[config.mk]
export PLATFORM = sky130hd
export DESIGN_NAME = cppm_frame_generator_flat
export DESIGN_NICKNAME = d
export VERILOG_FILES = /design/src/rtl/core/cppm_pkg.sv /design/src/rtl/core/cppm_if.sv /design/src/rtl/core/cppm_frame_generator.sv /design/src/rtl/core/cppm_expire.sv /design/src/flat_wrapper.sv
export SDC_FILE = /design/constraint.sdc
export NUM_CORES = 1
export LEC_CHECK = 0
export BUFFER_PORTS_ARGS = -buffer_cell sky130_fd_sc_hd__buf_4
export CORE_MARGIN = 1
export CORE_UTILIZATION = 30
export DETAILED_ROUTE_END_ITERATION = 8
export GPL_TIMING_DRIVEN = 0
export PLACE_DENSITY_LB_ADDON = 0.2
export SYNTH_ARGS = -nofsm -noshare
export SYNTH_HDL_FRONTEND = slang
export SYNTH_HIERARCHICAL = 1
export SYNTH_SLANG_ARGS = --single-unit
[constraint.sdc]
create_clock -name clock -period 11.9 [get_ports clock]
set_input_delay 0.595 -clock clock [delete_from_list [all_inputs] [get_ports clock]]
set_output_delay 0.595 -clock clock [all_outputs]
set_load 0.1 [all_outputs]
[src/rtl/core/cppm_pkg.sv]
`timescale 1ns / 1ps

package cppm_pkg;

   localparam int CD_W      = 20;
   localparam int US_W      = 16;
   localparam int WIDTH_W   = 12;
   localparam int NCH_W     = 5;
   localparam int TPU_W     = 5;
   localparam int CSR_IDX_W = 3;
   localparam int CSR_DAT_W = 16;

   localparam logic [CD_W-1:0]    CD_RESET       = 20'd100;
   localparam logic [WIDTH_W-1:0] PULSE_RESET    = 12'd300;
   localparam logic [US_W-1:0]    FRAME_RESET    = 16'd22500;
   localparam logic [NCH_W-1:0]   CHANNELS_RESET = 5'd11;
   localparam logic [TPU_W-1:0]   TPU_RESET      = 5'd2;

   typedef enum logic [CSR_IDX_W-1:0] {
      CSR_ENABLE          = 3'd0,
      CSR_PULSE_LENGTH    = 3'd1,
      CSR_FRAME_LENGTH    = 3'd2,
      CSR_CHANNELS_IN_USE = 3'd3,
      CSR_TICKS_PER_UNIT  = 3'd4
   } csr_index_type;

   typedef struct packed {
      logic               enable;
      logic [WIDTH_W-1:0] pulse_length;
      logic [US_W-1:0]    frame_length;
      logic [NCH_W-1:0]   channels_in_use;
      logic [TPU_W-1:0]   ticks_per_unit;
   } cfg_type;

   // Timing state of the pulse train; sync marks the expiry that opened the sync gap.
   typedef struct packed {
      logic             pin;
      logic             phase_high;
      logic             sync;
      logic [NCH_W-1:0] next_channel;
      logic [US_W-1:0]  frame_sum;
      logic [CD_W-1:0]  countdown;
   } timing_type;

endpackage

[src/rtl/core/cppm_if.sv]
`timescale 1ns / 1ps

interface cppm_req_if;
   logic        valid;
   logic        ready;
   logic        operation;
   logic [3:0]  channel_index;
   logic [11:0] channel_value;

   modport source (output valid, operation, channel_index, channel_value, input ready);
   modport sink   (input valid, operation, channel_index, channel_value, output ready);
endinterface

interface cppm_rsp_if;
   logic       valid;
   logic       ready;
   logic       pin_level;
   logic       sync_start;
   logic [4:0] current_channel;

   modport source (output valid, pin_level, sync_start, current_channel, input ready);
   modport sink   (input valid, pin_level, sync_start, current_channel, output ready);
endinterface

interface cppm_csr_if;
   logic        valid;
   logic        ready;
   logic [2:0]  index;
   logic [15:0] data;

   modport source (output valid, index, data, input ready);
   modport sink   (input valid, index, data, output ready);
endinterface

[src/rtl/core/cppm_frame_generator.sv]
`timescale 1ns / 1ps
// An accepted item is held in the input register and moves into the result register when the
// result register is empty or being drained; its result is offered from the result register.
// Throughput: one item per cycle unless the result side stalls; the timing update is a single
// pass through one 16 x 5 bit multiplier and a few subtracts between the input and result registers.
// Reset: synchronous, active high; resets the timing state, clears the channel valid bits and the
// valid flags of both pipeline registers, and loads the configuration defaults. No clearing pass.

module cppm_frame_generator
   import cppm_pkg::*;
#(
   parameter int MAX_CHANNELS = 16
) (
   input logic        clock,
   input logic        reset,
   cppm_req_if.sink   req_ch,
   cppm_rsp_if.source rsp_ch,
   cppm_csr_if.sink   csr_ch
);

   // Width of an index into the channel store.
   localparam int IDX_W = (MAX_CHANNELS > 1) ? $clog2(MAX_CHANNELS) : 1;

   // Input register.
   logic        in_valid_ff, in_valid_in;
   logic        in_op_ff;
   logic [3:0]  in_idx_ff;
   logic [11:0] in_val_ff;

   // Result register.
   logic             rsp_valid_ff, rsp_valid_in;
   logic             rsp_pin_ff;
   logic             rsp_sync_ff;
   logic [NCH_W-1:0] rsp_channel_ff;

   // Channel store: entries that were never written since reset read as zero.
   logic [WIDTH_W-1:0]    store_ff [MAX_CHANNELS];
   logic [MAX_CHANNELS-1:0] store_valid_ff, store_valid_in;

   cfg_type    cfg_ff, cfg_in;
   timing_type state_ff, state_in;
   timing_type cur_timing;
   timing_type exp_timing;

   logic             advance;
   logic             write_hit;
   logic [IDX_W-1:0] wr_idx;
   logic [IDX_W-1:0] rd_idx;
   logic [WIDTH_W-1:0] rd_word;
   logic             tick;
   logic [CD_W-1:0]  cd_dec;
   logic             expire;

   // The input register moves into the result register whenever the result
   // register is empty or being drained in the same cycle.
   assign advance      = in_valid_ff && (!rsp_valid_ff || rsp_ch.ready);
   assign req_ch.ready = !in_valid_ff || advance;
   assign csr_ch.ready = 1'b1;

   assign rsp_ch.valid           = rsp_valid_ff;
   assign rsp_ch.pin_level       = rsp_pin_ff;
   assign rsp_ch.sync_start      = rsp_sync_ff;
   assign rsp_ch.current_channel = rsp_channel_ff;

   // Store access: a write to a slot past the store is dropped.
   assign write_hit = advance && in_op_ff && (6'(in_idx_ff) < 6'(MAX_CHANNELS));
   assign wr_idx    = IDX_W'(in_idx_ff);
   assign rd_idx    = state_ff.next_channel[IDX_W-1:0];
   assign rd_word   = store_valid_ff[rd_idx] ? store_ff[rd_idx] : '0;

   // A tick only counts while the output is enabled. The countdown stops at
   // zero, so a zero-length interval expires on the next tick.
   assign tick   = advance && !in_op_ff && cfg_ff.enable;
   assign cd_dec = (state_ff.countdown != '0) ? state_ff.countdown - CD_W'(1) : '0;
   assign expire = tick && (cd_dec == '0);

   always_comb begin
      cur_timing           = state_ff;
      cur_timing.sync      = 1'b0;
      cur_timing.countdown = cd_dec;
   end

   cppm_expire #(
      .MAX_CHANNELS (MAX_CHANNELS)
   ) u_cppm_expire (
      .cur   (cur_timing),
      .cfg   (cfg_ff),
      .width (rd_word),
      .nxt   (exp_timing)
   );

   always_comb begin
      state_in = state_ff;
      if (advance) begin
         state_in.sync = 1'b0;
      end
      if (expire) begin
         state_in = exp_timing;
      end else if (tick) begin
         state_in.countdown = cd_dec;
      end
   end

   always_comb begin
      store_valid_in = store_valid_ff;
      if (write_hit) begin
         store_valid_in[wr_idx] = 1'b1;
      end
   end

   always_comb begin
      in_valid_in = in_valid_ff;
      if (req_ch.ready) begin
         in_valid_in = req_ch.valid;
      end
      rsp_valid_in = rsp_valid_ff;
      if (advance) begin
         rsp_valid_in = 1'b1;
      end else if (rsp_ch.ready) begin
         rsp_valid_in = 1'b0;
      end
   end

   // Configuration decode; writes to indexes past the register list are ignored.
   always_comb begin
      cfg_in = cfg_ff;
      if (csr_ch.valid) begin
         unique case (csr_index_type'(csr_ch.index))
            CSR_ENABLE:          cfg_in.enable          = csr_ch.data[0];
            CSR_PULSE_LENGTH:    cfg_in.pulse_length    = csr_ch.data[WIDTH_W-1:0];
            CSR_FRAME_LENGTH:    cfg_in.frame_length    = csr_ch.data[US_W-1:0];
            CSR_CHANNELS_IN_USE: cfg_in.channels_in_use = csr_ch.data[NCH_W-1:0];
            CSR_TICKS_PER_UNIT:  cfg_in.ticks_per_unit  = csr_ch.data[TPU_W-1:0];
            default:             cfg_in = cfg_ff;
         endcase
      end
   end

   always_ff @(posedge clock) begin
      if (reset) begin
         in_valid_ff             <= 1'b0;
         rsp_valid_ff            <= 1'b0;
         store_valid_ff          <= '0;
         state_ff.pin            <= 1'b0;
         state_ff.phase_high     <= 1'b1;
         state_ff.sync           <= 1'b0;
         state_ff.next_channel   <= '0;
         state_ff.frame_sum      <= '0;
         state_ff.countdown      <= CD_RESET;
         cfg_ff.enable           <= 1'b0;
         cfg_ff.pulse_length     <= PULSE_RESET;
         cfg_ff.frame_length     <= FRAME_RESET;
         cfg_ff.channels_in_use  <= CHANNELS_RESET;
         cfg_ff.ticks_per_unit   <= TPU_RESET;
      end else begin
         in_valid_ff    <= in_valid_in;
         rsp_valid_ff   <= rsp_valid_in;
         store_valid_ff <= store_valid_in;
         state_ff       <= state_in;
         cfg_ff         <= cfg_in;
      end
   end

   // Payload registers carry no reset.
   always_ff @(posedge clock) begin
      if (req_ch.ready && req_ch.valid) begin
         in_op_ff  <= req_ch.operation;
         in_idx_ff <= req_ch.channel_index;
         in_val_ff <= req_ch.channel_value;
      end
      if (advance) begin
         rsp_pin_ff     <= state_in.pin;
         rsp_sync_ff    <= state_in.sync;
         rsp_channel_ff <= state_in.next_channel;
      end
      if (write_hit) begin
         store_ff[wr_idx] <= in_val_ff;
      end
   end

endmodule

[src/rtl/core/cppm_expire.sv]
`timescale 1ns / 1ps

module cppm_expire
   import cppm_pkg::*;
#(
   parameter int MAX_CHANNELS = 16
) (
   input  timing_type         cur,
   input  cfg_type            cfg,
   input  logic [WIDTH_W-1:0] width,
   output timing_type         nxt
);

   logic             ciu_over;
   logic [NCH_W-1:0] count;
   logic [US_W:0]    gap_sum;
   logic [US_W:0]    width_sum;
   logic [US_W-1:0]  interval_us;
   logic [CD_W:0]    scaled;

   always_comb begin
      ciu_over  = 6'(cfg.channels_in_use) > 6'(MAX_CHANNELS);
      count     = ciu_over ? NCH_W'(MAX_CHANNELS) : cfg.channels_in_use;
      gap_sum   = (US_W+1)'(cur.frame_sum) + (US_W+1)'(cfg.pulse_length);
      width_sum = (US_W+1)'(cur.frame_sum) + (US_W+1)'(width);
      nxt       = cur;
      nxt.sync  = 1'b0;
      if (cur.phase_high) begin
         // Start of the low separator pulse.
         nxt.pin        = 1'b0;
         nxt.phase_high = 1'b0;
         interval_us    = US_W'(cfg.pulse_length);
      end else begin
         nxt.pin        = 1'b1;
         nxt.phase_high = 1'b1;
         if (cur.next_channel >= count) begin
            // All channels sent: the high phase is the sync gap.
            nxt.next_channel = '0;
            nxt.frame_sum    = '0;
            nxt.sync         = 1'b1;
            interval_us = ((US_W+1)'(cfg.frame_length) > gap_sum) ?
                          US_W'((US_W+1)'(cfg.frame_length) - gap_sum) : '0;
         end else begin
            interval_us = (width > cfg.pulse_length) ?
                          US_W'(width - cfg.pulse_length) : '0;
            nxt.frame_sum    = width_sum[US_W] ? '1 : width_sum[US_W-1:0];
            nxt.next_channel = cur.next_channel + NCH_W'(1);
         end
      end
      scaled        = (CD_W+1)'(interval_us) * (CD_W+1)'(cfg.ticks_per_unit);
      nxt.countdown = scaled[CD_W] ? '1 : scaled[CD_W-1:0];
   end

endmodule

[src/flat_wrapper.sv]
// flat-port wrapper written by rule: the top's interface ports become plain ports
module cppm_frame_generator_flat import cppm_pkg::*;
#(
   parameter int MAX_CHANNELS = 16
)
  (clock, reset, req_ch_valid, req_ch_operation, req_ch_channel_index, req_ch_channel_value, req_ch_ready, rsp_ch_valid, rsp_ch_pin_level, rsp_ch_sync_start, rsp_ch_current_channel, rsp_ch_ready, csr_ch_valid, csr_ch_index, csr_ch_data, csr_ch_ready);
  cppm_req_if req_ch_i ();
  cppm_rsp_if rsp_ch_i ();
  cppm_csr_if csr_ch_i ();
  input logic clock;
  input logic reset;
  input wire logic [$bits(req_ch_i.valid)-1:0] req_ch_valid;
  input wire logic [$bits(req_ch_i.operation)-1:0] req_ch_operation;
  input wire logic [$bits(req_ch_i.channel_index)-1:0] req_ch_channel_index;
  input wire logic [$bits(req_ch_i.channel_value)-1:0] req_ch_channel_value;
  output wire logic [$bits(req_ch_i.ready)-1:0] req_ch_ready;
  output wire logic [$bits(rsp_ch_i.valid)-1:0] rsp_ch_valid;
  output wire logic [$bits(rsp_ch_i.pin_level)-1:0] rsp_ch_pin_level;
  output wire logic [$bits(rsp_ch_i.sync_start)-1:0] rsp_ch_sync_start;
  output wire logic [$bits(rsp_ch_i.current_channel)-1:0] rsp_ch_current_channel;
  input wire logic [$bits(rsp_ch_i.ready)-1:0] rsp_ch_ready;
  input wire logic [$bits(csr_ch_i.valid)-1:0] csr_ch_valid;
  input wire logic [$bits(csr_ch_i.index)-1:0] csr_ch_index;
  input wire logic [$bits(csr_ch_i.data)-1:0] csr_ch_data;
  output wire logic [$bits(csr_ch_i.ready)-1:0] csr_ch_ready;
  assign req_ch_i.valid = req_ch_valid;
  assign req_ch_i.operation = req_ch_operation;
  assign req_ch_i.channel_index = req_ch_channel_index;
  assign req_ch_i.channel_value = req_ch_channel_value;
  assign req_ch_ready = req_ch_i.ready;
  assign rsp_ch_valid = rsp_ch_i.valid;
  assign rsp_ch_pin_level = rsp_ch_i.pin_level;
  assign rsp_ch_sync_start = rsp_ch_i.sync_start;
  assign rsp_ch_current_channel = rsp_ch_i.current_channel;
  assign rsp_ch_i.ready = rsp_ch_ready;
  assign csr_ch_i.valid = csr_ch_valid;
  assign csr_ch_i.index = csr_ch_index;
  assign csr_ch_i.data = csr_ch_data;
  assign csr_ch_ready = csr_ch_i.ready;
  cppm_frame_generator #(.MAX_CHANNELS(MAX_CHANNELS)) u_core (.clock(clock), .reset(reset), .req_ch(req_ch_i), .rsp_ch(rsp_ch_i), .csr_ch(csr_ch_i));
endmodule
==> results.ini <==
[detailed_routing]
dr.pass1.iters=5
route.detailed.drc=0
ant_nets=0
drt-initial-drc-count=1200
wl_microns=54800
via_per_inst=5.12
wire_per_inst_microns=20.5
via_count=13700

[synthesis]
avgSynthCellArea_sq_um=11.1
synth_warnings=6
syn_nets=1885
synth_area_sq_um=18900
syn_inst=1709

[placement]
dp_hpwl_microns=41400
place_ws_ns=1.59
place.gp.congestion=0.871
placed_area_sq_um=20500
place_inst=2608
numPortBuffers=49

[critical_path]
slowest_stage=buf_1
reg2reg_to=u_core/state_ff[17]
cp.required_ns=12.32
startpoint_type=register
worstPathMaxFanout=10
r2r_setup_slack_ns=1.56
worstRegToRegCells=31
reg2reg_from=u_core/cur_timing[36]
crit_arrival_ns=10.75
max_stage_delay_ns=0.94
crit_path_end_kind=register
crit_type=register to register

[final_layout]
diodes=0
final_area_sq_um=21800
instances_no_fill=2676
syn2layout_area_growth_pct=15.5
fin_nets=1986
post-route-util_pct=35.2
drive_above_1_share_pct=14.7

[clock_network]
cts_root_buffer=clkbuf_16
clkLatencyLatePin_ns=0.57
cts_setup_buffers=0
clock_sinks=317
h-tree-depth=2
cts_resized=0
cts.hold.buffers_added=0
cts_tree=yes
cts_buffer_depth=3
cts_made_buffers=37
clk_pin_slew_ns=0.06

[die]
start_util_pct=30.5
num_rows=91
io_pins=51
die-area_sq_um=64000
core_area_sq_um=61900
die_h_microns=253
die_w_microns=253

[timing]
min_period_ns=10.34
min_period_over_period_pct=86.9
hold_viol=0
fin_setup_tns_ns=0
skew_ns=0.0168
worst_hold_slack_ns=0.206
finalSetupViolCount=0
slew_viol_final=0
worst_pin_slew_ns=1.20
maxSlewHeadroom_pct=20.1
rsz0062_at_grt=no
max_freq_mhz=96.7
layout_setup_ws_ns=1.56

[min_path]
hold_depth=1
hold_class=input port to register
min_to=u_core/in_val_ff[1]
min_from=req_ch_channel_value[1]

[grt]
grt_pass1_vias=13900
grt_pass1_wl_microns=83500
globalRouteTotalUtil_pct=17.4
grt_max_degree=18
antenna_found_initial=2
gr-total-overflow=0

[power]
power.leakage_nw=8.10
ir_drop_v=0.000115
power-per-cell-area_nw_per_um2=116
total_power_mw=2.54

[status]
outcome=complete, no violations

[job]
drv_cap=0

## placed cells by master (no fill, tap or decap), drive strengths merged, types with 16 or more instances in the layout
master    n
and2     32
buf      88
dfxtp   101
xnor2    34
o21ai    55
ha       89
nand3b   23
and3     16
clkinv   17
a21oi    80
inv     100
nand3    38
xor2     23
nand2   197
clkbuf   94
nor2    164
nor3     41
mux4     64
a21o     16
edfxtp  216
o21a     16
a211oi   16
fa       46
nor2b    36
nand2b   17
mux2i    28
## flip-flops by register name (all words and copies together), names as in the netlist
register / flops
u_core/state_ff: 21
u_core/store_ff: 192
u_core/rsp_ch.current_channel: 5
u_core/rsp_ch.pin_level: 1
u_core/store_valid_ff: 16
u_core/in_valid_ff: 1
u_core/cfg_ff: 39
u_core/in_op_ff: 1
u_core/in_idx_ff: 4
u_core/rsp_ch.valid: 1
u_core/in_val_ff: 12
u_core/cur_timing: 23
u_core/rsp_ch.sync_start: 1
## critical path, delay by kind of cell, from the launching register on
family / cells / cell delay (ns)
mux: 2 / 1.14
simple gates: 4 / 0.63
xor+xnor: 1 / 0.19
flops: 1 / 0.41
compound gates: 10 / 3.28
buf+inv: 8 / 2.16
fa+ha+maj: 6 / 2.35
## cell type report
type	instances	area (sq um)
flip-flops and latches	317	8510
inverters	98	368
fillers	6198	40100
repair buffers	62	548
well taps	837	1050
clock buffers	41	951
clock inverters	27	339
plain buffers	79	397
multi-input cells	1215	9670
## where the power goes
part | leakage [nW] | internal, mW | total, mW | switching [mW]
sequential | 2.78 | 1.19 | 1.20 | 0.0159
combinational | 4.70 | 0.0457 | 0.130 | 0.0843
clock | 0.626 | 0.717 | 1.20 | 0.485
## worst max path at each step
| stage | startpoint | to | slack [ns] | depth (start not counted) |
|---|---|---|---|---|
| 2_1_floorplan | u_core/cur_timing[36] | u_core/state_ff[18] | 3.75 | 29 |
| 3_3_place_gp | u_core/cur_timing[36] | u_core/state_ff[17] | 1.54 | 32 |
| 3_5_place_dp | u_core/cur_timing[36] | u_core/state_ff[17] | 1.59 | 31 |
| 4_1_cts | u_core/cur_timing[36] | u_core/state_ff[17] | 1.52 | 31 |
| 5_1_grt | u_core/cur_timing[36] | u_core/state_ff[17] | 0.73 | 32 |
| 6_report | u_core/cur_timing[36] | u_core/state_ff[17] | 1.56 | 31 |
## metal layers
metal | vias up | GRT usage [%] | routed length, microns
met5 | - | 0 | 0
met4 | 0 | 6.03 | 1730
met3 | 80 | 2.27 | 2600
met2 | 340 | 29.5 | 26300
met1 | 6851 | 22.9 | 24200
li1 | 6443 | - | -
(Power assumes the default switching activity.)
